--- src/sv/sdz_div_pipe.sv ---
// ----------------------------------------------------------------------------
// sdz_div_pipe
// Pipelined restoring divider, one quotient bit per stage, with sideband.
// ----------------------------------------------------------------------------
module sdz_div_pipe #(
	parameter int NUM_W  = 33,
	parameter int DEN_W  = 16,
	parameter int Q_W    = 17,
	parameter int SIDE_W = 1
) (
	input  logic              clk,
	input  logic              arst_n,
	input  logic              en,
	input  logic              in_vld,
	input  logic [NUM_W-1:0]  num,
	input  logic [DEN_W-1:0]  den,
	input  logic [SIDE_W-1:0] side_in,
	output logic              out_vld,
	output logic [Q_W-1:0]    quot,
	output logic [SIDE_W-1:0] side_out
);

	localparam int CW = (NUM_W > DEN_W + Q_W - 1) ? NUM_W : DEN_W + Q_W - 1;

	logic [CW-1:0]     rem_s  [Q_W-1];
	logic [DEN_W-1:0]  den_s  [Q_W-1];
	logic [Q_W-1:0]    q_s    [Q_W];
	logic [SIDE_W-1:0] side_s [Q_W];
	logic              vld_s  [Q_W];

	for (genvar j = 0; j < Q_W; j++) begin : g_st
		localparam int SH = Q_W - 1 - j;
		logic [CW-1:0]     r_in;
		logic [CW-1:0]     sh;
		logic [DEN_W-1:0]  d_in;
		logic [Q_W-1:0]    q_in;
		logic [SIDE_W-1:0] s_in;
		logic              v_in;
		logic              ge;

		if (j == 0) begin : g_in
			assign r_in = CW'(num);
			assign d_in = den;
			assign q_in = '0;
			assign s_in = side_in;
			assign v_in = in_vld;
		end else begin : g_mid
			assign r_in = rem_s[j-1];
			assign d_in = den_s[j-1];
			assign q_in = q_s[j-1];
			assign s_in = side_s[j-1];
			assign v_in = vld_s[j-1];
		end

		assign sh = CW'(d_in) << SH;
		assign ge = (r_in >= sh);

		always_ff @(posedge clk or negedge arst_n) begin
			if (!arst_n) begin
				vld_s[j] <= 1'b0;
			end else if (en) begin
				vld_s[j] <= v_in;
			end
		end

		always_ff @(posedge clk) begin
			if (en) begin
				q_s[j]    <= q_in | (Q_W'(ge) << SH);
				side_s[j] <= s_in;
			end
		end

		if (j < Q_W - 1) begin : g_rem
			always_ff @(posedge clk) begin
				if (en) begin
					rem_s[j] <= ge ? (r_in - sh) : r_in;
					den_s[j] <= d_in;
				end
			end
		end
	end

	assign out_vld  = vld_s[Q_W-1];
	assign quot     = q_s[Q_W-1];
	assign side_out = side_s[Q_W-1];

endmodule

--- config.mk ---
export PLATFORM = sky130hd
export DESIGN_NAME = sdz_div_pipe
export DESIGN_NICKNAME = d
export VERILOG_FILES = /design/src/sv/sdz_div_pipe.sv
export SDC_FILE = /design/constraint.sdc
export NUM_CORES = 2
export LEC_CHECK = 0
export ABC_AREA = 1
export BUFFER_PORTS_ARGS = -buffer_cell sky130_fd_sc_hd__buf_2
export CAP_MARGIN = 20
export CELL_PAD_IN_SITES_DETAIL_PLACEMENT = 2
export CELL_PAD_IN_SITES_GLOBAL_PLACEMENT = 2
export CORE_UTILIZATION = 40
export DETAILED_ROUTE_END_ITERATION = 7
export GPL_TIMING_DRIVEN = 0
export HOLD_SLACK_MARGIN = 0.06
export PLACE_DENSITY_LB_ADDON = 0.2
export SLEW_MARGIN = 10
export SYNTH_ARGS = -nofsm -noshare
export SYNTH_HDL_FRONTEND = slang
export SYNTH_SLANG_ARGS = --single-unit
--- constraint.sdc ---
create_clock -name clk -period 3.11 [get_ports clk]
set_clock_uncertainty 0.05 [all_clocks]
set_input_delay 0.4665 -clock clk [delete_from_list [all_inputs] [get_ports clk]]
set_output_delay 0.4665 -clock clk [all_outputs]
set_load 0.02 [all_outputs]
# --- Word-level counts from Yosys, hierarchy flattened ---
# Memory sizes are Yosys's and may differ from the RTL's.
# Cells that the tools add are included.
op_classes:
  addsub: 16
  multipliers: 0
  div_mod_pow: 0
  n_lt_le_gt_ge: 17
  n_eq_ne: 0
  n_shift: 0
  n_mux: 18
  bitwise: 16
  reduce_logical: 0
op_table:
  columns: ["cell", "n"]
  rows:
  - ["2-to-1 mux 33 bit", 16]
  - [">= comparator 33 x 16 -> 1 bit", 1]
  - [">= comparator 33 x 17 -> 1 bit", 1]
  - [">= comparator 33 x 18 -> 1 bit", 1]
  - [">= comparator 33 x 19 -> 1 bit", 1]
  - [">= comparator 33 x 20 -> 1 bit", 1]
  - [">= comparator 33 x 21 -> 1 bit", 1]
  - [">= comparator 33 x 22 -> 1 bit", 1]
  - [">= comparator 33 x 23 -> 1 bit", 1]
  - [">= comparator 33 x 24 -> 1 bit", 1]
  - [">= comparator 33 x 25 -> 1 bit", 1]
  - [">= comparator 33 x 26 -> 1 bit", 1]
  - [">= comparator 33 x 27 -> 1 bit", 1]
  - [">= comparator 33 x 28 -> 1 bit", 1]
  - [">= comparator 33 x 29 -> 1 bit", 1]
  - [">= comparator 33 x 30 -> 1 bit", 1]
  - [">= comparator 33 x 31 -> 1 bit", 1]
  - [">= comparator 33 x 32 -> 1 bit", 1]
  - ["subtractor 33 x 17 -> 33 bit", 1]
  - ["subtractor 33 x 18 -> 33 bit", 1]
  - ["subtractor 33 x 19 -> 33 bit", 1]
  - ["subtractor 33 x 20 -> 33 bit", 1]
  - ["subtractor 33 x 21 -> 33 bit", 1]
  - ["subtractor 33 x 22 -> 33 bit", 1]
  - ["other kinds (27)", 28]
word_totals:
  register_bits: 17
  latch_bits: 0
  ram_bits: 1090
  romBits: 0
  input_bits: 54
  output_inout_bits: 19
  wordCells: 88
  mem_count: 4
memory_table:
  columns: ["name", "depth", "word_bits", "rd", "rd_clocked_by_memory_dff", "write_ports", "line_no", "source"]
  rows:
  - ["rem_s", 16, 33, 16, 0, 16, "25", "logic [CW-1:0] rem_s [Q_W-1];"]
  - ["q_s", 17, 17, 17, 0, 17, "27", "logic [Q_W-1:0] q_s [Q_W];"]
  - ["den_s", 16, 16, 16, 0, 16, "26", "logic [DEN_W-1:0] den_s [Q_W-1];"]
  - ["side_s", 17, 1, 17, 0, 17, "28", "logic [SIDE_W-1:0] side_s [Q_W];"]

# --- Longest topological paths before layout ---
# An unclocked memory read counts as a cell.
depth:
  depth_word: 3
  ltp_mapped: 16

# --- Least setup slack after synthesis ---
# No wires, ideal clock.
synth_path:
  path_kind: "reg-to-reg"
  from: "memory rem_s[2][13] (netlist name)"
  to: "memory rem_s[3][30] (netlist name), data pin"
  arrival_time_ps: 2037
  setup_slack_ps: 767
  stages_incl_launch_ff: 14
  synth_period_minus_slack_ps: 2343
  cell_sequence: "edfxtp_1 -> inv_1 -> ha_1 -> inv_1 -> fa_1 -> nand3_1 -> nand3_1 -> nand3_1 -> nand3_1 -> nand2_1 -> inv_1 -> nor2_2 -> buf_6 -> a21oi_1"
synth_rtl:
  columns: ["item", "line_no"]
  rows:
  - ["start: declaration", "25"]

==> impl_metrics.yaml <==
finish:
  final_area_mm2: 0.0645
  layout.cells.non_filler: 9027
  nFillCells: 15621
  drive_above_1_share: 0.0606
  fin_util: 0.460
  nets: 7392
  syn2layout_area_growth_pct: 13.6
global_route:
  grt.total_usage: 0.341
  grtUsageMet3: 0.0445
  grt_overflow: 0
  grt_use_met1: 0.399
  grt_pass1_wl_mm: 365
  grt_pass1_vias: 56248
  busiest_layer: "met2"
  use_met2: 0.604
  antenna_found_initial: 10
  grt_max_degree: 124
clock_network:
  clk_path_buf_depth: 3
  clk_pin_slew_ns: 0.07
  clkSinkCount: 971
  cts_buffers: 113
  clkLatencyLatePin_ns: 0.79
  cts_tree: "done"
  clock_tree.htree_level_count: 3
  root_buffer: "clkbuf_16"
timing:
  hold_viol_final: 0
  maxSlewHeadroom: 0.431
  setup_viol: 10
  finalWorstSetupSlack_ns: -0.0662
  fin_crit_sh: 1.02
  min_period_ns: 3.18
  slew_violations: 0
  fin_tns_setup_ns: -0.329
  worst_pin_slew_ns: 0.845
  whs_ns: 0.0553
  fmax_ghz: 0.315
  grt_setup_unrepaired: "true"
logic_synthesis:
  synth.most_common_cell: "nand2_1"
  post-synth-top-area-cell: "edfxtp_1"
  synth.distinct_cells: 47
  ys_seq_area_frac: 0.512
  yosys_register_bits: 971
  syn_nets: 7129
  yosysTopAreaCellShare: 0.504
  synth.area.top_cells: "edfxtp_1 (50%), nand2_1 (15%), inv_1 (7.3%)"
  async_reset_ff_frac: 0.0175
  synth_area_mm2: 0.0568
  ys.flop_type: "edfxtp_1"
  synth_edf_count: 954
  ys.warnings.count: 0
  synth_commonest_cells: "nand2_1 (2273), inv_1 (1098), edfxtp_1 (954)"
  synthCells: 6787
  syn_area_per_cell_um2: 8.37
critical_path:
  crit_slowest_cell: "edfxtp_1"
  slowest_delay_ns: 0.50
  crit_arrival_ns: 3.62
  cp.required_ns: 3.56
  path_max_fanout: 10
  start_kind: "register"
  crit_type: "reg -> reg"
  crit_chain: "inv_1 -> ha_1 -> a21oi_1 -> o21bai_1 -> inv_1 -> nand3_1 -> nand2_1 -> nand2_2 -> buf_4 -> nand2_1 -> nand2_1"
  crit_top_cell: "nand2_1"
  endpoint_kind: "register"
placement:
  port_buffers: 72
  dp_hpwl_mm: 173
  placed_area_mm2: 0.0597
  place.gp.congestion: 0.894
  dp_slack_ns: -0.572
  place_inst: 8743
outcome:
  status: "complete, but fails checks"
  failed_checks: "setup timing"
routing:
  routedWlPerCell_um: 27.3
  antenna_left: 0
  drt_iter0_markers: 3854
  vias: 50965
  drc: 0
  first_pass_iters: 8
  wl_mm: 247
  avgViaCountPerCell: 5.65
floorplanning:
  num_io_pins: 73
  coreArea_mm2: 0.140
  fp.dieW_um: 379
  dieHeight_um: 379
  rows: 137
  die-area_mm2: 0.144
  initial_core_util: 0.405
flow_run:
  cap_violations: 0
power:
  p_per_area_mw_per_mm2: 899
  totalPowerFinal_mw: 58.0
  ir_worst_vdd_v: 0.000471
  leakagePower_nw: 29.3
hold_path:
  min_path_type: "in -> reg"
## final cells by class
type                       instances  area (µm²)  share of cell area
sequential                       971       29100               0.451
multi-input combinational       4653       23400               0.362
inverter                        1102        4150              0.0643
clock buffer                     144        3080              0.0477
tap                             1876        2350              0.0364
timing repair buffer             148        1250              0.0194
clock inverter                    68         803              0.0125
buffer                            61         448             0.00694
antenna                            4        10.0            0.000155
## flip-flops by register name, indices dropped and copies added, names as in the netlist
name,count
rem_s,528
den_s,256
q_s,153
side_s,17
g_st.v_in,16
out_vld,1
## critical path: cells and delay by family, from the launching register on
family	cells	cell delay (ns)
AND/OR/NAND/NOR	5	0.78
AO/OA/AOI/OAI	2	0.66
flip-flops	1	0.50
buffers and inverters	3	0.48
adder cells (fa/ha/maj)	1	0.41
## report_power, final
| group | switching [mW] | total (mW) | internal (mW) |
|---|---|---|---|
| clock | 6.39 | 14.6 | 8.21 |
| combinational | 16.7 | 23.3 | 6.67 |
| sequential | 2.32 | 20.1 | 17.8 |
| total | 25.4 | 58.0 | 32.6 |
## timing repair
action,CTS,global route
setup buffers,6,12
hold endpoints to repair,66,0
hold buffers,50,0
resized for setup,12,59
endpoints found under the setup margin,99,224
pin swaps,3,6
## cells in the final DEF, fill, tap and decap left out, types with 44 or more instances in the layout
| master | netlist | layout |
|---|---|---|
| ha_1 | 272 | 266 |
| xor2_1 | 117 | 117 |
| nor3_1 | 83 | 82 |
| clkbuf_16 | 0 | 117 |
| edfxtp_1 | 954 | 954 |
| inv_1 | 1098 | 1097 |
| xnor2_1 | 44 | 44 |
| buf_2 | 31 | 95 |
| dlygate4sd3_1 | 0 | 50 |
| nand2_1 | 2273 | 2266 |
| o21ai_0 | 142 | 139 |
| nand4_1 | 120 | 120 |
| nor2_1 | 592 | 583 |
| nand3_1 | 458 | 451 |
| a21oi_1 | 337 | 325 |
## routing by layer
layer	vias to the layer above	wire length, µm
li1	22650	-
met1	25931	96900
met2	1672	124000
met3	704	11200
met4	8	14800
met5	-	54
## final timing paths
path                       cells after the start                        to  slack, ns                   from
max in group asynchronous                      2  g_st[5].v_in$_DFFE_PN0P_       2.50                 arst_n
setup / recovery                              11    rem_s[3][21]$_DFFE_PP_      -0.07  den_s[2][9]$_DFFE_PP_
setup reg to reg                              11    rem_s[3][21]$_DFFE_PP_      -0.07  den_s[2][9]$_DFFE_PP_
hold / removal                                 3    rem_s[0][28]$_DFFE_PP_       0.06                num[28]
min in group asynchronous                      2  g_st[1].v_in$_DFFE_PN0P_       0.23                 arst_n
hold reg to reg                                0     q_s[0][185]$_DFFE_PP_       0.36  q_s[0][168]$_DFFE_PP_
## cells by family (layout without fill, tap and decap cells)
family | Yosys count | in the layout | synth area share
AOI/OAI and AO/OA | 557 | 557 | 0.0514
xor gates and xnor gates | 161 | 161 | 0.0248
adders and majority gates | 288 | 288 | 0.0656
buffers and inverters | 1163 | 1523 | 0.0802
DFF | 971 | 971 | 0.512
muxes | 1 | 1 | 0.000198
other | 0 | 4 | 0
and+or+nand+nor | 3646 | 3646 | 0.266
Note: power is estimated with default switching activity, not from simulation.
