File: src/sv/sdz_pkg.sv
// ----------------------------------------------------------------------------
// sdz_pkg
// Shared types and constants for the stick dead-zone and curve shaper.
// ----------------------------------------------------------------------------
package sdz_pkg;

	localparam logic [16:0] Q16_ONE      = 17'h10000;
	localparam logic [15:0] LINEAR_CURVE = 16'd256;
	localparam logic [15:0] POS_LIMIT    = 16'd32767;
	localparam logic [15:0] NEG_LIMIT    = 16'd32768;
	localparam logic [15:0] FULL_RESET   = 16'd32767;

	localparam logic [2:0] REG_X_CENTER    = 3'd0;
	localparam logic [2:0] REG_Y_CENTER    = 3'd1;
	localparam logic [2:0] REG_DEAD_RADIUS = 3'd2;
	localparam logic [2:0] REG_FULL_RADIUS = 3'd3;
	localparam logic [2:0] REG_CURVE_SHAPE = 3'd4;
	localparam logic [2:0] REG_FLIP_X      = 3'd5;
	localparam logic [2:0] REG_FLIP_Y      = 3'd6;

	// normalise divider: (off << 16 + range / 2) / range
	localparam int U_NUM_W = 33;
	localparam int U_DEN_W = 16;
	localparam int U_Q_W   = 17;
	// curve divider: (u << 24 + den / 2) / den
	localparam int C_NUM_W = 42;
	localparam int C_DEN_W = 33;
	localparam int C_Q_W   = 17;
	// axis scaling divider: (|a| * lim * r + m << 15) / (m << 16)
	localparam int S_NUM_W = 48;
	localparam int S_DEN_W = 32;
	localparam int S_Q_W   = 16;

	typedef enum logic [1:0] {
		CLS_ZERO,
		CLS_FULL,
		CLS_BAND
	} cls_t;

	typedef struct packed {
		logic signed [15:0] x_center;
		logic signed [15:0] y_center;
		logic [15:0]        dead_radius;
		logic [15:0]        full_radius;
		logic [15:0]        curve_shape;
		logic               flip_x;
		logic               flip_y;
	} cfg_t;

	typedef struct packed {
		logic signed [15:0] ax;
		logic signed [15:0] ay;
		logic [15:0]        m;
		cls_t               cls;
		logic               dflt;
	} band_t;

	typedef struct packed {
		band_t       b;
		logic [16:0] u;
		logic        spec;
	} curve_t;

	typedef struct packed {
		logic               neg;
		logic signed [15:0] a;
	} axis_t;

	typedef struct packed {
		logic  dflt;
		axis_t ax;
	} xside_t;

endpackage

File: src/sv/sdz_curve.sv
// ----------------------------------------------------------------------------
// sdz_curve
// Rational response curve set-up: denominator c*(1-u) + u and rounded
// numerator for the curve divider.
// ----------------------------------------------------------------------------
module sdz_curve
	import sdz_pkg::*;
(
	input  logic                clk,
	input  logic                arst_n,
	input  logic                en,
	input  logic [15:0]         curve_shape,
	input  logic                in_vld,
	input  logic [U_Q_W-1:0]    u_in,
	input  band_t               side_in,
	output logic                out_vld,
	output logic [C_NUM_W-1:0]  num,
	output logic [C_DEN_W-1:0]  den,
	output curve_t              side_out
);

	logic [16:0] diff;

	curve_t              side_s1, side_s2, side_s3;
	logic [C_DEN_W-1:0]  prod_s1, den_s2, den_s3;
	logic [C_NUM_W-1:0]  num_s3;
	logic                vld_s1, vld_s2, vld_s3;

	assign diff = Q16_ONE - u_in;

	always_ff @(posedge clk or negedge arst_n) begin
		if (!arst_n) begin
			vld_s1 <= 1'b0;
			vld_s2 <= 1'b0;
			vld_s3 <= 1'b0;
		end else if (en) begin
			vld_s1 <= in_vld;
			vld_s2 <= vld_s1;
			vld_s3 <= vld_s2;
		end
	end

	always_ff @(posedge clk) begin
		if (en) begin
			side_s1.b    <= side_in;
			side_s1.u    <= u_in;
			side_s1.spec <= (u_in == '0) || (u_in == Q16_ONE) || (curve_shape == LINEAR_CURVE);
			prod_s1      <= C_DEN_W'(curve_shape) * C_DEN_W'(diff);
			side_s2      <= side_s1;
			den_s2       <= prod_s1 + (C_DEN_W'(side_s1.u) << 8);
			side_s3      <= side_s2;
			den_s3       <= den_s2;
			num_s3       <= (C_NUM_W'(side_s2.u) << 24) + C_NUM_W'(den_s2 >> 1);
		end
	end

	assign out_vld  = vld_s3;
	assign num      = num_s3;
	assign den      = den_s3;
	assign side_out = side_s3;

endmodule

File: config.mk
export PLATFORM = sky130hd
export DESIGN_NAME = sdz_curve
export DESIGN_NICKNAME = d
export VERILOG_FILES = /design/src/sv/sdz_pkg.sv /design/src/sv/sdz_curve.sv
export SDC_FILE = /design/constraint.sdc
export NUM_CORES = 1
export LEC_CHECK = 0
export BUFFER_PORTS_ARGS = -buffer_cell sky130_fd_sc_hd__buf_2
export CELL_PAD_IN_SITES_DETAIL_PLACEMENT = 0
export CELL_PAD_IN_SITES_GLOBAL_PLACEMENT = 2
export CORE_ASPECT_RATIO = 0.6
export CORE_MARGIN = 2
export CORE_UTILIZATION = 40
export DETAILED_ROUTE_END_ITERATION = 16
export PLACE_DENSITY = 0.84
export SYNTH_ARGS = -nofsm -noshare
export SYNTH_HDL_FRONTEND = slang
export SYNTH_SLANG_ARGS = --single-unit
export TNS_END_PERCENT = 30
File: constraint.sdc
create_clock -name clk -period 3.4 [get_ports clk]
set_input_delay 0.17 -clock clk [delete_from_list [all_inputs] [get_ports clk]]
set_output_delay 0.17 -clock clk [all_outputs]
set_load 0.01 [all_outputs]
# Word-level counts from Yosys, hierarchy flattened
# Index checks and enable logic that the tools add are counted.
# op_classes
add_sub_neg,3
n_mul,1
n_eq_ne,2
reduce_logical,3
# op_table
op,count
adder 41 x 32 -> 42 bit,1
adder 33 x 25 -> 33 bit,1
multiplier 16 x 17 -> 33 bit,1
equality test 17 bit (second input constant),1
logical NOT 17 bit,1
subtractor 17 bit (first input constant),1
equality test 16 x 9 -> 1 bit (second input constant),1
logical OR 1 bit,2
# totals
regBits,351
input_bits,88
wordCells,37

# Depth between registers and ports, before layout
# depth
ltp_word,3
mapped_depth,29
ltp_nobuf,26

# Least setup slack after synthesis
# Ideal clock, no wire load.
# synth_timing
path_type,input -> register
from,input port u_in[0]
to,register prod_s1[29] (data pin)
arrival_time_ns,6.996
t_required_ns,3.139
setup_slack_ns,-3.857
path_stages,28
path_buffers,4
path_cell_list,clkbuf_1 > clkbuf_1 > inv_1 > ha_1 > nand2_1 > or3_1 > nor2_1 > ha_1 > clkbuf_1 > nand2b_1 > fa_1 > fa_1 > inv_1 > fa_1 > fa_1 > fa_1 > inv_1 > fa_1 > inv_1 > ha_1 > buf_2 > nand4_1 > or2_2 > nor2_1 > o211a_4 > o31ai_4 > and2_2 > a311o_1
# synth_between
elab_chain_cells,2
# synth_lines
element,line_no,source
"start, declared",sdz_curve.sv:14,"input logic [U_Q_W-1:0] u_in,"
subtractor 17 bit,sdz_curve.sv:29,assign diff = Q16_ONE - u_in;
multiplier 16 x 17 -> 33 bit,sdz_curve.sv:48,prod_s1 <= C_DEN_W'(curve_shape) * C_DEN_W'(diff);
"end signal, assigned",sdz_curve.sv:48,
"end, declared",sdz_curve.sv:25,"logic [C_DEN_W-1:0] prod_s1, den_s2, den_s3;"
# No other way between the ends.
# A chain may end at the register's enable or synchronous reset.

# Worst setup path after layout
# layout_timing
from,input port u_in[5]
to,register prod_s1[29] (data pin)
# Same word-level chain as after synthesis.

==> flow_summary_export.csv <==
group,metric,value,unit
clocking,cts_tree,"built",
yosys,synth_enable_flop_cells,324,
setup_path,worst_endpoint_data_arrival_time,6.64,ns
yosys,synthesis.area_per_instance,12.40,um^2
detailed_routing,via_per_inst,4.747,
layout,final_net_count,2623,
sta,final-setup-viol-count,28,
global_routing,grt_overflow_total,0,
sta,final.period_utilization,186.4,%
sta,finalSetupTns,-61.63,ns
yosys,netlist_instances,1704,
global_routing,antenna_found_initial,5,
floorplan,floorplan.initialDensity,40.33,%
placed_design,postPlaceCellArea,0.02470,mm^2
detailed_routing,number_of_vias_in_the_routed_layout,13850,
global_routing,grt_pass1_vias,14390,
setup_path,worstSetupStartpointType,"input pin",
yosys,synth_seq_area_share,46.42,%
layout,share_of_layout_cells_above_drive_strength_1,28.06,%
clocking,cts_buffer_depth,3,
clocking,cts.sinks,327,
yosys,asyncSetResetFlopFracSynth,0.9174,%
detailed_routing,detailedRoute.firstIterationViolations,889,
sta,max-slew-margin-rel,47.29,%
floorplan,placementRows,65,
sta,timing.final.ws_setup,-2.936,ns
placed_design,place_hpwl,39470,um
floorplan,die_h,182,um
yosys,yosys_cell_types,68,
sta,fmax,157.8,MHz
detailed_routing,post_drt_wl_per_cell,16.86,um
yosys,synth_top_cells_by_area,"sky130_fd_sc_hd__edfxtp_1 46%, sky130_fd_sc_hd__fa_1 20%, sky130_fd_sc_hd__ha_1 7.9%",
floorplan,boundaryPins,233,
detailed_routing,drt-pass1-iter-count,5,
setup_path,cp_data_required_time,3.70,ns
clocking,tritoncts.num_buffers,28,
placed_design,post_place_setup_slack,-3.891,ns
global_routing,grt_max_degree,105,
yosys,synth_area_leader_cell,"sky130_fd_sc_hd__edfxtp_1",
layout,area_growth,27.15,%
yosys,yosysMostFrequentCell,"sky130_fd_sc_hd__edfxtp_1",
clocking,clock_latency_of_the_later_clocked_register_in_the_worst_skew_pair,0.56,ns
yosys,postSynthNetCount,2135,
sta,timing_worst_slew_pin_value,0.7906,ns
layout,final_area,0.02686,mm^2
floorplan,core_area,0.05238,mm^2
setup_path,cp_max_fo,5,
yosys,yosys_most_used_dff,"sky130_fd_sc_hd__edfxtp_1",
yosys,synth.cell_area,0.02112,mm^2
yosys,synth.top_cell.area_share,46.06,%
detailed_routing,postRouteAntennaNets,0,
setup_path,critPathKind,"in2reg",
floorplan,die_x,300.7,um
sta,finalHoldViolCount,0,
placed_design,gp_routability_congestion,0.8473,
clocking,clock_tree.htree_level_count,1,
yosys,yosys_register_bits,327,
sta,period_needed,6.336,ns
layout,n_fill_cell,4601,
detailed_routing,drc_errors,0,
detailed_routing,postRouteWirelength,49190,um
clocking,clk_root_buffer_cell,"sky130_fd_sc_hd__clkbuf_16",
outcome,outcome,"complete, but fails checks",
floorplan,design.die.area,0.05472,mm^2
hold_path,hold_path_class,"in2reg",
sta,timing.clock.skew,0.01807,ns
yosys,synth_warnings,0,
sta,grt_setup_unrepaired,"true",
outcome,violations_in_the_final_reports,"setup timing",
yosys,synth.cells.most_frequent,"324 x sky130_fd_sc_hd__edfxtp_1, 277 x sky130_fd_sc_hd__inv_1, 210 x sky130_fd_sc_hd__fa_1, 179 x sky130_fd_sc_hd__nand2_1, 133 x sky130_fd_sc_hd__ha_1",
clocking,clkTransAtPathRegs,0.07,ns
flow_run,cap_viol_max_count,0,
setup_path,critical_path.endpoint_type,"register",
global_routing,track_usage,18.46,%
sta,final_max_slew_violation_count,0,
global_routing,grt_pass1_wl,79310,um
placed_design,port-buffer-count,232,
[layout make-up]
cell class              instances  area [um^2]  share of cell area (%)
inverters                     277         1042                   3.881
well taps                     703        879.6                   3.275
multi-input cells            1030        10540                   39.26
clock buffers                  35        726.9                   2.707
diodes                          2        5.005                 0.01863
flip-flops and latches        327         9804                   36.51
repair buffers                528         3730                   13.89
clock inverters                16        125.1                  0.4659
[flip-flops by register name, summed over array words and instances, names as in the netlist]
| signal | count |
|---|---|
| den | 33 |
| den_s2 | 33 |
| num | 18 |
| out_vld | 1 |
| prod_s1 | 33 |
| side_out | 69 |
| side_s1 | 69 |
| side_s2 | 69 |
| vld_s1 | 1 |
| vld_s2 | 1 |
[what timing repair did]
action                                  CTS  global route
gates cloned                              1             0
hold endpoints to repair                 65             0
pin swaps                                67            21
buffers inserted                         16             4
gates resized for setup                  79            34
hold buffers                             64             0
endpoints found under the setup margin   28            31
[critical path: stages]
cell and delay, ns:
sky130_fd_sc_hd__buf_6 0.10, sky130_fd_sc_hd__nor4_4 0.26, sky130_fd_sc_hd__buf_4 0.19, sky130_fd_sc_hd__nand2_4 0.08, sky130_fd_sc_hd__or3_4 0.38, sky130_fd_sc_hd__nor4_4 0.25
sky130_fd_sc_hd__xnor2_4 0.22, sky130_fd_sc_hd__buf_6 0.16, sky130_fd_sc_hd__nand2_4 0.04, sky130_fd_sc_hd__fa_1 0.45, sky130_fd_sc_hd__fa_2 0.54, sky130_fd_sc_hd__inv_2 0.04
sky130_fd_sc_hd__fa_1 0.50, sky130_fd_sc_hd__fa_2 0.44, sky130_fd_sc_hd__fa_1 0.50, sky130_fd_sc_hd__inv_2 0.04, sky130_fd_sc_hd__fa_1 0.51, sky130_fd_sc_hd__inv_2 0.04
sky130_fd_sc_hd__ha_4 0.27, sky130_fd_sc_hd__nand4_1 0.14, sky130_fd_sc_hd__or2_4 0.28, sky130_fd_sc_hd__nor2_4 0.10, sky130_fd_sc_hd__o211a_4 0.20, sky130_fd_sc_hd__o31ai_4 0.08
sky130_fd_sc_hd__buf_4 0.15, sky130_fd_sc_hd__and2_4 0.15, sky130_fd_sc_hd__a311o_1 0.34
[metrics by stage]
stage / hold WS (ns) / instances / util, %
global route: 0.01799 / 2918 / 51.28
floorplan: -0.1256 / 1704 / -
CTS: 0.009561 / 2912 / 51.02
global placement: -0.03627 / 2781 / 47.15
detailed placement: -0.03005 / 2781 / 47.15
finish: 0.03140 / 2918 / 51.28
[cells by family after synthesis]
| family | Yosys count | share of synthesized area, % |
|---|---|---|
| AND/OR/NAND/NOR | 448 | 10.88 |
| buffers and inverters | 348 | 6.634 |
| adder cells (fa/ha/maj) | 343 | 27.78 |
| flip-flops | 327 | 46.42 |
| AO/OA/AOI/OAI | 163 | 5.136 |
| XOR/XNOR | 70 | 2.903 |
| multiplexers | 5 | 0.2547 |
[cells in the final DEF (no fill, tap or decap), types with 14 or more instances in the layout]
cell,n
sky130_fd_sc_hd__nand3_1,16
sky130_fd_sc_hd__xor2_1,17
sky130_fd_sc_hd__nor2b_1,16
sky130_fd_sc_hd__clkbuf_16,28
sky130_fd_sc_hd__buf_2,224
sky130_fd_sc_hd__nor3_1,16
sky130_fd_sc_hd__a21oi_1,41
sky130_fd_sc_hd__fa_1,204
sky130_fd_sc_hd__ha_4,14
sky130_fd_sc_hd__o21ai_0,20
sky130_fd_sc_hd__a21o_1,24
sky130_fd_sc_hd__dlygate4sd3_1,64
sky130_fd_sc_hd__edfxtp_1,324
sky130_fd_sc_hd__and2_1,113
sky130_fd_sc_hd__inv_1,263
sky130_fd_sc_hd__nor2_1,23
sky130_fd_sc_hd__ha_1,118
sky130_fd_sc_hd__nand2_1,170
sky130_fd_sc_hd__nand2b_1,16
sky130_fd_sc_hd__xnor2_1,45
sky130_fd_sc_hd__buf_6,17
sky130_fd_sc_hd__buf_4,214
[layer usage]
layer / up-vias / global-route usage [%] / wire length, um
met5: - / 0 / 0
met1: 6952 / 27.80 / 23850
met3: 40 / 2.525 / 2330
met4: 0 / 3.104 / 629
li1: 6589 / - / -
met2: 272 / 28.90 / 22380
[path summary, 6_finish.rpt]
check                      slack [ns]     endpoint  cells after the start        start
setup reg to reg                 0.34   den_s2[26]                     12   side_s1[1]
hold reg to reg                  0.41  side_s2[27]                      0  side_s1[27]
hold / removal                   0.03  side_s1[15]                      2     u_in[14]
max in group asynchronous        2.77      out_vld                      3       arst_n
min in group asynchronous        0.49       vld_s1                      3       arst_n
setup / recovery                -2.94  prod_s1[29]                     27      u_in[5]
Power is not shown: default switching activity piles up to over one toggle a cycle in this logic, so the estimate is an artifact.
