[config.mk]
export PLATFORM = sky130hd
export DESIGN_NAME = sdz_front
export DESIGN_NICKNAME = d
export VERILOG_FILES = /design/src/sv/sdz_pkg.sv /design/src/sv/sdz_front.sv
export SDC_FILE = /design/constraint.sdc
export NUM_CORES = 1
export LEC_CHECK = 0
export ABC_AREA = 1
export BUFFER_PORTS_ARGS = -buffer_cell sky130_fd_sc_hd__buf_2
export CAP_MARGIN = 20
export CORE_ASPECT_RATIO = 2
export CORE_MARGIN = 1.5
export CORE_UTILIZATION = 35
export DETAILED_ROUTE_END_ITERATION = 7
export PLACE_DENSITY_LB_ADDON = 0.12
export SYNTH_ARGS = -nofsm -noshare
export SYNTH_HDL_FRONTEND = slang
export SYNTH_SLANG_ARGS = --single-unit
[constraint.sdc]
create_clock -name clk -period 7.13 [get_ports clk]
set_input_delay 0.713 -clock clk [delete_from_list [all_inputs] [get_ports clk]]
set_output_delay 0.713 -clock clk [all_outputs]
set_load 0.03 [all_outputs]
[src/sv/sdz_pkg.sv]
// ----------------------------------------------------------------------------
// sdz_pkg
// Shared types and constants for the stick dead-zone and curve shaper.
// ----------------------------------------------------------------------------
package sdz_pkg;

	localparam logic [16:0] Q16_ONE      = 17'h10000;
	localparam logic [15:0] LINEAR_CURVE = 16'd256;
	localparam logic [15:0] POS_LIMIT    = 16'd32767;
	localparam logic [15:0] NEG_LIMIT    = 16'd32768;
	localparam logic [15:0] FULL_RESET   = 16'd32767;

	localparam logic [2:0] REG_X_CENTER    = 3'd0;
	localparam logic [2:0] REG_Y_CENTER    = 3'd1;
	localparam logic [2:0] REG_DEAD_RADIUS = 3'd2;
	localparam logic [2:0] REG_FULL_RADIUS = 3'd3;
	localparam logic [2:0] REG_CURVE_SHAPE = 3'd4;
	localparam logic [2:0] REG_FLIP_X      = 3'd5;
	localparam logic [2:0] REG_FLIP_Y      = 3'd6;

	// normalise divider: (off << 16 + range / 2) / range
	localparam int U_NUM_W = 33;
	localparam int U_DEN_W = 16;
	localparam int U_Q_W   = 17;
	// curve divider: (u << 24 + den / 2) / den
	localparam int C_NUM_W = 42;
	localparam int C_DEN_W = 33;
	localparam int C_Q_W   = 17;
	// axis scaling divider: (|a| * lim * r + m << 15) / (m << 16)
	localparam int S_NUM_W = 48;
	localparam int S_DEN_W = 32;
	localparam int S_Q_W   = 16;

	typedef enum logic [1:0] {
		CLS_ZERO,
		CLS_FULL,
		CLS_BAND
	} cls_t;

	typedef struct packed {
		logic signed [15:0] x_center;
		logic signed [15:0] y_center;
		logic [15:0]        dead_radius;
		logic [15:0]        full_radius;
		logic [15:0]        curve_shape;
		logic               flip_x;
		logic               flip_y;
	} cfg_t;

	typedef struct packed {
		logic signed [15:0] ax;
		logic signed [15:0] ay;
		logic [15:0]        m;
		cls_t               cls;
		logic               dflt;
	} band_t;

	typedef struct packed {
		band_t       b;
		logic [16:0] u;
		logic        spec;
	} curve_t;

	typedef struct packed {
		logic               neg;
		logic signed [15:0] a;
	} axis_t;

	typedef struct packed {
		logic  dflt;
		axis_t ax;
	} xside_t;

endpackage

[src/sv/sdz_front.sv]
// ----------------------------------------------------------------------------
// sdz_front
// Centre offset and clamp, magnitude, dead/full band classification and
// numerator set-up for the normalising divider.
// ----------------------------------------------------------------------------
module sdz_front
	import sdz_pkg::*;
(
	input  logic                clk,
	input  logic                arst_n,
	input  logic                en,
	input  cfg_t                cfg,
	input  logic                in_vld,
	input  logic signed [15:0]  x_raw,
	input  logic signed [15:0]  y_raw,
	output logic                out_vld,
	output logic [U_NUM_W-1:0]  num,
	output logic [U_DEN_W-1:0]  den,
	output band_t               side
);

	logic signed [16:0] dx, dy;
	logic signed [15:0] cx, cy;
	logic               dflt;

	logic signed [15:0] ax_s1, ay_s1;
	logic               dflt_s1, vld_s1;

	logic [15:0] mx, my, mm;
	cls_t        cls;

	band_t       side_s2;
	logic [15:0] off_s2, range_s2;
	logic        vld_s2;

	band_t               side_s3;
	logic [U_NUM_W-1:0]  num_s3;
	logic [U_DEN_W-1:0]  den_s3;
	logic                vld_s3;

	function automatic logic signed [15:0] sat16(input logic signed [16:0] d);
		logic signed [15:0] r;
		if (d > 17'sd32767) begin
			r = 16'sh7fff;
		end else if (d < -17'sd32768) begin
			r = 16'sh8000;
		end else begin
			r = d[15:0];
		end
		return r;
	endfunction

	always_comb begin
		dx   = 17'(x_raw) - 17'(cfg.x_center);
		dy   = 17'(y_raw) - 17'(cfg.y_center);
		cx   = sat16(dx);
		cy   = sat16(dy);
		dflt = (cfg.x_center == '0) && (cfg.y_center == '0) && (cfg.dead_radius == '0) &&
			(cfg.full_radius == FULL_RESET) && (cfg.curve_shape == LINEAR_CURVE) &&
			!cfg.flip_x && !cfg.flip_y;
	end

	always_comb begin
		mx = ax_s1[15] ? 16'(-ax_s1) : 16'(ax_s1);
		my = ay_s1[15] ? 16'(-ay_s1) : 16'(ay_s1);
		mm = (mx > my) ? mx : my;
		if (mm <= cfg.dead_radius) begin
			cls = CLS_ZERO;
		end else if (mm >= cfg.full_radius) begin
			cls = CLS_FULL;
		end else begin
			cls = CLS_BAND;
		end
	end

	always_ff @(posedge clk or negedge arst_n) begin
		if (!arst_n) begin
			vld_s1 <= 1'b0;
			vld_s2 <= 1'b0;
			vld_s3 <= 1'b0;
		end else if (en) begin
			vld_s1 <= in_vld;
			vld_s2 <= vld_s1;
			vld_s3 <= vld_s2;
		end
	end

	always_ff @(posedge clk) begin
		if (en) begin
			ax_s1        <= cx;
			ay_s1        <= cy;
			dflt_s1      <= dflt;
			side_s2.ax   <= ax_s1;
			side_s2.ay   <= ay_s1;
			side_s2.m    <= mm;
			side_s2.cls  <= cls;
			side_s2.dflt <= dflt_s1;
			off_s2       <= mm - cfg.dead_radius;
			range_s2     <= cfg.full_radius - cfg.dead_radius;
			side_s3      <= side_s2;
			num_s3       <= {1'b0, off_s2, 16'b0} + U_NUM_W'(range_s2 >> 1);
			den_s3       <= range_s2;
		end
	end

	assign out_vld = vld_s3;
	assign num     = num_s3;
	assign den     = den_s3;
	assign side    = side_s3;

endmodule

======== Yosys cells after proc, flatten, opt, wreduce, memory -nomap -nowiden ========
Cells that the tools add are included.
cells by class
  reductions and logical operators ........ 11
  $lt $le $gt $ge ......................... 7
  add/sub/neg operators ................... 7
  eq/ne operators ......................... 2
  multiplexer cells ....................... 6
operator list
  cell                                                                      count
  16-bit two-way mux                                                        5
  16-bit logical NOT                                                        3
  17-bit by 16-bit > comparator with 1-bit output (second input constant)   2
  17-bit by 16-bit < comparator with 1-bit output (second input constant)   2
  16-bit by 16-bit subtractor with 17-bit output                            2
  32-bit by 15-bit adder with 33-bit output                                 1
  16-bit negation                                                           2
  16-bit subtractor                                                         2
  16-bit by 15-bit equality test with 1-bit output (second input constant)  1
  16-bit by 9-bit equality test with 1-bit output (second input constant)   1
  16-bit >= comparator                                                      1
  16-bit > comparator                                                       1
  16-bit <= comparator                                                      1
  1-bit logical AND                                                         6
  1-bit logical NOT                                                         2
  2-bit two-way mux                                                         1
storage, ports and cells
  bits of input ports ..................... 118
  register bits ........................... 219
  word-level logic and storage cells ...... 53

======== Logic depth before layout (Yosys ltp) ========
Gate-level depths: netlist of the first run.
  depth in word-level cells ............... 7
  mapped depth ............................ 31
  depth with buffers taken out ............ 31

======== Worst setup path before layout of the first run ========
No wires, ideal clock.
  kind .................................... reg2reg
  start point ............................. register ay_s1[0]
  end point ............................... register off_s2[14] (data pin)
  stages on the path, launching flop included .. 26
  buffers on the path ..................... 0
  setup time .............................. 259 ps
  data arrival time ....................... 3833 ps
  slack ................................... 3038 ps
  cell sequence ........................... edfxtp_1 > inv_1 > ha_1 > nand2_1 > nor2_1 > nand3_1 > o21ai_1 > nand3_1 > nand2_1 > inv_1 > ha_1 > nand2_1 > nor4_2 > nand2_1 > nand2_2 > nand2_2 > nand2_1 > o21ai_0 > ha_1 > fa_1 > o21ai_0 > inv_1 > o21bai_1 > nand3_1 > nand2_1 > xor2_1
between the ends
  longest elaborated chain between the ends .. 5
ends and longest elaborated chain
  what                    line             source
  start, declared         sdz_front.sv:26  logic signed [15:0] ax_s1, ay_s1;
  start signal, assigned  sdz_front.sv:91  ay_s1 <= cy;
  16-bit negation         sdz_front.sv:65  my = ay_s1[15] ? 16'(-ay_s1) : 16'(ay_s1);
  16-bit two-way mux (*)  sdz_front.sv:65
  16-bit > comparator     sdz_front.sv:66  mm = (mx > my) ? mx : my;
  16-bit two-way mux (*)  sdz_front.sv:66
  16-bit subtractor (*)   sdz_front.sv:98  off_s2 <= mm - cfg.dead_radius;
  end signal, assigned    sdz_front.sv:98
  end, declared           sdz_front.sv:33  logic [15:0] off_s2, range_s2;
Every way passes the cells marked *; elsewhere a longest branch is shown, timed or not.
A chain may end at the register's enable or synchronous reset.

======== Final worst setup path of the first run ========
  start point ............................. register ay_s1[0]
  end point ............................... register side_s2[1] (netlist name) (data pin)
between the ends
  longest elaborated chain between the ends .. 6
  elaborated cells on any way between the ends .. 7
  those cells by class .................... add/sub (1); order compare (3); mux (3)
ends and longest elaborated chain
  what                    line             source
  16-bit negation         sdz_front.sv:65
  16-bit two-way mux (*)  sdz_front.sv:65
  16-bit > comparator     sdz_front.sv:66
  16-bit two-way mux (*)  sdz_front.sv:66
  16-bit >= comparator    sdz_front.sv:69  end else if (mm >= cfg.full_radius) begin
  2-bit two-way mux       sdz_front.sv:69
  end, declared           sdz_front.sv:32  band_t side_s2;
Marks and branches as above.

==> results of run 1 <==
## worst min-delay path by stage
stage | end | slack (ns) | cells after the start
after global placement | num[17] | 0.40 | 0
after global routing | vld_s1 | 0.42 | 3
after CTS | vld_s1 | 0.39 | 3
after detailed placement | side[12] | 0.40 | 0
after floorplan | den[0] | 0.40 | 0
final | side[49] | 0.42 | 0
## area by class of cell
cell class | count | area (um^2) | share of cell area
Multi-Input combinational cell | 885 | 5110 | 0.358
Inverter | 224 | 841 | 0.0589
Sequential cell | 202 | 6050 | 0.424
Tap cell | 441 | 552 | 0.0387
Timing Repair Buffer | 219 | 1110 | 0.0781
Clock inverter | 9 | 144 | 0.0101
Clock buffer | 22 | 465 | 0.0326
## state kept, by name (all words and copies together), names as in the netlist
name / cells
side: 51
side_s2: 51
num: 17
ax_s1: 16
ay_s1: 16
off_s2: 16
range_s2: 16
den: 15
dflt_s1: 1
out_vld: 1
vld_s1: 1
vld_s2: 1
## cells in the final DEF (no fill, tap or decap), types with 18 or more instances in the layout
cell and count:
nor2_1 68, nand3_1 84, xor2_1 48, edfxtp_1 199, o21ai_0 33, clkbuf_16 18, ha_1 97, nand2_2 24
inv_1 216, nand2_1 346, buf_2 215, nand4_1 20, a21oi_1 73
## power groups by stage
stage	sequential, mW	combinational [mW]	clock (mW)
final	1.79	1.82	1.02
after global routing	1.82	2.05	1.10
after CTS	1.80	1.84	1.06
after detailed placement	1.83	1.83	0
after global placement	1.82	1.83	0
after floorplan	1.93	1.14	0
## stage by stage
step | instances | hold slack [ns] | setup WS, ns | cell area [um^2]
2_1_floorplan | 1339 | 0.400 | 3.04 | 12200
3_3_place_gp | 1970 | 0.401 | 2.02 | 13700
3_5_place_dp | 1970 | 0.405 | 1.93 | 13700
4_1_cts | 2002 | 0.395 | 1.89 | 14300
5_1_grt | 2002 | 0.422 | 1.26 | 14300
6_report | 2002 | 0.416 | 1.88 | 14300
## per-layer routing
layer | vias up | GRT usage | routed length (um)
met5 | - | 0 | 0
met4 | 0 | 0.0968 | 1760
met3 | 72 | 0.0165 | 1300
met2 | 260 | 0.393 | 19600
met1 | 4293 | 0.171 | 10800
li1 | 4832 | - | -
## cell families after synthesis
logic type,synth area share
xor gates and xnor gates,0.0424
adders and majority gates,0.106
AOI/OAI and AO/OA,0.0566
buffers and inverters,0.0856
and+or+nand+nor,0.212
muxes,0.000923
other,0.000307
DFF,0.496
==> results.json, run 1 <==
{
  "status": "completed",
  "p_clk_frac": 0.220,
  "ant_nets": 0,
  "power.net_switching_mw": 1.78,
  "synth.area.top_cells": "edfxtp_1 49%, nand2_1 11%, ha_1 9.9%, inv_1 6.6%, nand3_1 3.4%",
  "setup_viol": 0,
  "grt_pass1_vias": 9585,
  "synth-main-ff-cell": "edfxtp_1",
  "syn_inst": 1338,
  "start_kind": "flop",
  "start_util": 0.355,
  "wl_per_cell_um": 16.7,
  "antenna_cells": 0,
  "ys_seq_area_frac": 0.496,
  "min_path_type": "reg2reg",
  "critPathMaxFanout": 19,
  "yosysUniqueCellTypes": 41,
  "insertion_delay_ns": 0.51,
  "finClkSkew_ns": 0.0277,
  "path_common_cell": "nand2_1",
  "critPathKind": "reg2reg",
  "cp_num_buf_inv": 4,
  "drive_above_1_share": 0.186,
  "chipHeight_um": 267,
  "clk_pin_slew_ns": 0.07,
  "fillers": 3547,
  "leakage_nw": 6.95,
  "fin_tns_setup_ns": 0,
  "synth_edf_count": 199,
  "clock_path_buffers": 3,
  "critical_path.top_delay_family": "simple AND/OR/NAND/NOR gates",
  "sequentialPowerShare": 0.387,
  "wl_um": 33400,
  "port-buffer-count": 216,
  "rr_worst_depth": 26,
  "intPower_mw": 2.85,
  "critPathArrivalTime_ns": 5.63,
  "r2r_slack_ns": 1.88,
  "numCtsBuffers": 18,
  "routabilityCongestion": 0.898,
  "fin_nets": 1769,
  "synth_warnings": 0,
  "cp_slowest_stage_delay_ns": 0.46,
  "avgSynthCellArea_um2": 9.12,
  "grtUsageTotal": 0.187,
  "utilization": 0.416,
  "viasPerCell": 4.72,
  "drcViolationCount": 0,
  "core-area_um2": 34400,
  "crit_path_start": "ay_s1[0]",
  "vias": 9457,
  "power.density_nw_per_um2": 325,
  "grt-ovfl-total": 0,
  "min_from": "side_s2[49]",
  "die_width_um": 135,
  "synth_top_area_cell": "edfxtp_1",
  "yosysMostFrequentCell": "nand2_1",
  "ir_drop_uv": 182,
  "swShare": 0.384,
  "cp.depth": 26,
  "pwr-share-comb": 0.393,
  "clock.fmax_mhz": 191,
  "tightest_slew_ns": 0.949,
  "crit_end": "side_s2[1]",
  "post-route-period-util": 0.736,
  "post-cts-setup-buffers": 0,
  "cts_tree": "yes",
  "synth_top_cell_area_share": 0.490,
  "cp_slowest_cell": "edfxtp_1",
  "period_minus_slack_ns": 5.25,
  "grt_max_degree": 113,
  "syn_to_final_growth_pct": 17.0,
  "cts-resized-gates": 0,
  "antenna_found_initial": 0,
  "drv_cap": 0,
  "synth_area_um2": 12200,
  "relSlewSlack": 0.368,
  "num_io_pins": 219,
  "std_cell_rows": 96,
  "synth_common_cells": "346 x nand2_1, 216 x inv_1, 199 x edfxtp_1",
  "clock-sinks": 202,
  "slew_violations": 0,
  "grt_pass1_wl_um": 50800,
  "synthArstFlopShare": 0.0149,
  "finalPower_mw": 4.63,
  "hold_viol_final": 0,
  "crit_path_end_kind": "flop",
  "drtPass1Iterations": 7,
  "synth-seq-cells": 202,
  "reg2reg_to": "side_s2[1]",
  "htree_levels": 1,
  "cts_hold_buf": 1,
  "rsz0062_at_grt": "false",
  "cts-root-buf": "clkbuf_16",
  "reg2reg_from": "ay_s1[0]",
  "die_area_um2": 36100,
  "dp_hpwl_um": 27700,
  "cp.required_ns": 7.51,
  "drt_iter0_markers": 432
}
(Power assumes the default switching activity.)
==> run 2: changes to the inputs <==
Clock period 7.13 ns to 5.5 ns, I/O delays scaled along.
==> run 2 against run 1 <==
Net effect:
- hold slack got worse by 0.16 ns
- worst setup slack got worse by 1.3 ns
- total power rose by 29%
- wire length rose by 1.0%
- fmax rose by 5.9%
- register-to-register slack got worse by 1.3 ns
- sequential share of layout area did not move
- sequential cell count did not move
- count of clock-buffer cells in the layout fell by 1
- core utilization did not move
- critical endpoint is now off_s2[11]
- largest cell class unchanged
==> results.json, run 2 (synthesis results as in run 1) <==
{
  "drcViolationCount": 0,
  "drive_above_1_share": 0.186,
  "stdcell_count": 2003,
  "period_minus_slack_ns": 4.96,
  "post-cts-setup-buffers": 0,
  "status": "completed",
  "fin_tns_setup_ns": 0,
  "leakage_nw": 6.95,
  "grt_pass1_vias": 9570,
  "antenna_cells": 0,
  "cp_slowest_stage_delay_ns": 0.43,
  "critPathKind": "reg2reg",
  "fin_nets": 1769,
  "path_common_cell": "nand2_1",
  "clock_path_buffers": 3,
  "intPower_mw": 3.67,
  "wl_per_cell_um": 16.8,
  "clock-sinks": 202,
  "antenna_found_initial": 0,
  "clk_pin_slew_ns": 0.07,
  "start_util": 0.355,
  "final_cell_mix": "346 x nand2_1, 216 x inv_1, 215 x buf_2",
  "numCtsBuffers": 18,
  "placed_cells": 1970,
  "hold_viol_final": 0,
  "finalPower_mw": 5.99,
  "dp_hpwl_um": 27900,
  "die_width_um": 135,
  "p_clk_frac": 0.217,
  "swShare": 0.386,
  "drt_iter0_markers": 411,
  "std_cell_rows": 96,
  "num_io_pins": 219,
  "post-route-period-util": 0.901,
  "grt_max_degree": 108,
  "cts-root-buf": "clkbuf_16",
  "ir_drop_uv": 189,
  "holdPathStages": 3,
  "drtPass1Iterations": 5,
  "slew_violations": 0,
  "ant_nets": 0,
  "reg2reg_to": "off_s2[11]",
  "grt-ovfl-total": 0,
  "power.net_switching_mw": 2.31,
  "vias": 9465,
  "die_area_um2": 36100,
  "rr_worst_depth": 28,
  "port-buffer-count": 216,
  "cp_slowest_cell": "edfxtp_1",
  "syn_to_final_growth_pct": 17.0,
  "layout_commonest_cell": "nand2_1",
  "cp.required_ns": 5.77,
  "critPathMaxFanout": 19,
  "tightest_slew_ns": 0.930,
  "setup_viol": 0,
  "power.density_nw_per_um2": 419,
  "grtUsageTotal": 0.189,
  "insertion_delay_ns": 0.50,
  "hold_slack_ns": 0.252,
  "routabilityCongestion": 0.910,
  "min_path_type": "in2reg",
  "htree_levels": 1,
  "relSlewSlack": 0.380,
  "rsz0062_at_grt": "false",
  "start_kind": "flop",
  "clock.fmax_mhz": 202,
  "finClkSkew_ns": 0.0111,
  "crit_path_start": "ay_s1[0]",
  "worstHoldEndpoint": "vld_s1",
  "pwr-share-comb": 0.395,
  "reg2reg_from": "ay_s1[0]",
  "wl_um": 33700,
  "grt_pass1_wl_um": 51200,
  "critPathArrivalTime_ns": 5.22,
  "core-area_um2": 34400,
  "viasPerCell": 4.73,
  "cts_tree": "yes",
  "crit_path_end_kind": "flop",
  "r2r_slack_ns": 0.54,
  "drv_cap": 0,
  "chipHeight_um": 267,
  "sequentialPowerShare": 0.388,
  "min_from": "in_vld"
}
==> run 2: power by group through the flow <==
stage	logic [mW]	registers, mW	clock network (mW)
global placement	2.36	2.36	0
floorplan	1.48	2.50	0
CTS	2.38	2.33	1.34
finish	2.36	2.32	1.30
detailed placement	2.38	2.37	0
global route	2.67	2.36	1.39
==> run 2: cell type report <==
cell class                      instances  area (um^2)
Fill cell                            3568        20100
Tap cell                              441          552
Inverter                              224          841
Sequential cell                       202         6050
Clock inverter                         11          114
Multi-Input combinational cell        885         5110
Timing Repair Buffer                  219         1130
Clock buffer                           21          483
==> run 2: per-stage QoR <==
| step | util | instance area, um^2 | setup WS, ns |
|---|---|---|---|
| finish | 0.416 | 14300 | 0.543 |
| global route | 0.416 | 14300 | 0.0330 |
| CTS | 0.416 | 14300 | 0.397 |
| detailed placement | 0.398 | 13700 | 0.426 |
| global placement | 0.398 | 13700 | 0.517 |
| floorplan | - | 12200 | 1.41 |
==> run 2: per-layer routing <==
metal  global-route usage  vias up  routed length, um
li1                     -     4837                  -
met1                0.174     4310              11100
met2                0.395      250              19900
met3               0.0180       68               1090
met4               0.0947        0               1620
met5                    0        -                  0
==> run 2: what timing repair did <==
item | 4_1_cts | 5_1_grt
hold buffers | 1 | 0
endpoints found under the hold margin | 3 | 0
setup endpoints to repair | 0 | 5
resized for setup | 0 | 1
==> run 2: worst max-delay path: cells and delay by family, from the launching register on <==
family	cells	cell delay (ns)
fa+ha+maj	3	0.83
compound gates	4	0.90
buf+inv	2	0.14
flops	1	0.43
simple gates	19	2.39
==> run 2: worst max path at each step <==
stage,endpoint,slack [ns],cells past startpoint
2_1_floorplan,off_s2[14],1.41,25
3_3_place_gp,side_s2[1],0.52,30
3_5_place_dp,side_s2[1],0.43,30
4_1_cts,side_s2[1],0.40,30
5_1_grt,side_s2[1],0.03,28
6_report,off_s2[11],0.54,28
==> run 3: changes to the inputs <==
Settings changed: CAP_MARGIN 20 to not set, CORE_UTILIZATION 35 to 57.
==> run 3 against run 2 <==
Net effect:
- clock power fell by 8%
- critical endpoint is now side_s2[1]
- sequential share of layout area rose by 0.70 points
- hold slack improved by 0.051 ns
- final cell count fell by 8.5%
- sequential cell count did not move
- cell area fell by 1.6%
- largest power group unchanged
- global-route usage rose by 10 points
==> results.json, run 3 (synthesis results as in run 1) <==
{
  "crit_path_end_kind": "flop",
  "placed_cells": 1802,
  "wl_um": 32200,
  "wl_per_cell_um": 17.5,
  "hold_slack_ns": 0.302,
  "status": "completed",
  "syn_to_final_growth_pct": 15.1,
  "period_minus_slack_ns": 5.03,
  "core-area_um2": 21000,
  "std_cell_rows": 75,
  "stdcell_count": 1832,
  "cp_slowest_cell": "edfxtp_1",
  "insertion_delay_ns": 0.49,
  "ant_nets": 0,
  "r2r_slack_ns": 0.47,
  "rsz0062_at_grt": "false",
  "post-cts-setup-buffers": 0,
  "rr_worst_depth": 30,
  "vias": 9831,
  "critPathKind": "reg2reg",
  "drv_cap": 0,
  "layout_commonest_cell": "nand2_1",
  "ir_drop_uv": 330,
  "post-route-period-util": 0.915,
  "die_width_um": 106,
  "design_area_um2": 14000,
  "min_path_type": "in2reg",
  "reg2reg_to": "side_s2[1]",
  "grt_max_degree": 110,
  "reg2reg_from": "ay_s1[0]",
  "grt_pass1_vias": 9918,
  "tightest_slew_ns": 0.780,
  "clock_path_buffers": 3,
  "clock-sinks": 202,
  "drive_above_1_share": 0.188,
  "htree_levels": 1,
  "antenna_found_initial": 0,
  "viasPerCell": 5.37,
  "slew_violations": 0,
  "finClkSkew_ns": 0.0114,
  "start_util": 0.580,
  "numCtsBuffers": 17,
  "final_cell_mix": "346 x nand2_1, 216 x inv_1, 215 x buf_2",
  "cts_tree": "yes",
  "worstHoldEndpoint": "vld_s1",
  "min_from": "in_vld",
  "post_dp_cell_area_um2": 13500,
  "critPathArrivalTime_ns": 5.40,
  "clk_pin_slew_ns": 0.07,
  "chipHeight_um": 210,
  "path_common_cell": "nand2_1",
  "dp_hpwl_um": 25800,
  "drt_iter0_markers": 528,
  "setup_viol": 0,
  "grt_pass1_wl_um": 48900,
  "port-buffer-count": 216,
  "dpl_worst_slack_ns": 0.217,
  "cts-root-buf": "clkbuf_16",
  "drtPass1Iterations": 8,
  "critPathMaxFanout": 19,
  "grtUsageTotal": 0.290,
  "start_kind": "flop",
  "timing.final.ws_setup_ns": 0.467,
  "num_io_pins": 219,
  "grt-ovfl-total": 0,
  "cp.required_ns": 5.87,
  "utilization": 0.668,
  "routabilityCongestion": 0.979,
  "finalPower_mw": 5.97,
  "leakage_nw": 6.94,
  "clock.fmax_mhz": 199,
  "antenna_cells": 0,
  "fin_nets": 1772,
  "holdPathStages": 3,
  "relSlewSlack": 0.480,
  "power.density_nw_per_um2": 425,
  "cp_slowest_stage_delay_ns": 0.45,
  "hold_viol_final": 0,
  "drcViolationCount": 0,
  "die_area_um2": 22300,
  "fin_tns_setup_ns": 0
}
==> run 3: timing repair <==
item | 4_1_cts | 5_1_grt
endpoints found under the hold margin | 3 | 0
resized for setup | 0 | 4
hold buffers | 1 | 0
endpoints found under the setup margin | 0 | 5
==> run 3: layout make-up <==
| type | instances | area [um^2] |
|---|---|---|
| Clock inverter | 10 | 83.8 |
| Clock buffer | 19 | 453 |
| Inverter | 224 | 841 |
| Fill cell | 1831 | 6980 |
| Timing Repair Buffer | 223 | 1160 |
| Sequential cell | 202 | 6050 |
| Tap cell | 269 | 337 |
| Multi-Input combinational cell | 885 | 5120 |
==> run 3: worst max-delay path: cells and delay by family, from the launching register on <==
kind / cells / cell delay [ns]
and+or+nand+nor: 19 / 2.36
adders and majority gates: 4 / 1.19
AOI/OAI and AO/OA: 3 / 0.62
DFF: 1 / 0.45
buffers and inverters: 4 / 0.27
==> run 3: worst max path at each step <==
stage,slack [ns],to,from
floorplan,1.41,off_s2[14],ay_s1[0]
global placement,0.32,side_s2[1],ay_s1[1]
detailed placement,0.22,side_s2[1],ay_s1[1]
CTS,0.21,side_s2[1],ay_s1[1]
global route,0.05,side_s2[1],ay_s1[0]
finish,0.47,side_s2[1],ay_s1[0]
==> run 3: routing by layer <==
layer,global-route usage,up-vias,wire length (um)
met5,0,-,0
met4,0.187,0,2190
met3,0.0283,106,1560
met2,0.595,413,18400
met1,0.252,4474,9960
li1,-,4838,-
==> run 3: power breakdown <==
| part | internal, mW | switching [mW] |
|---|---|---|
| registers | 2.18 | 0.138 |
| clock network | 0.644 | 0.546 |
| logic | 0.791 | 1.67 |
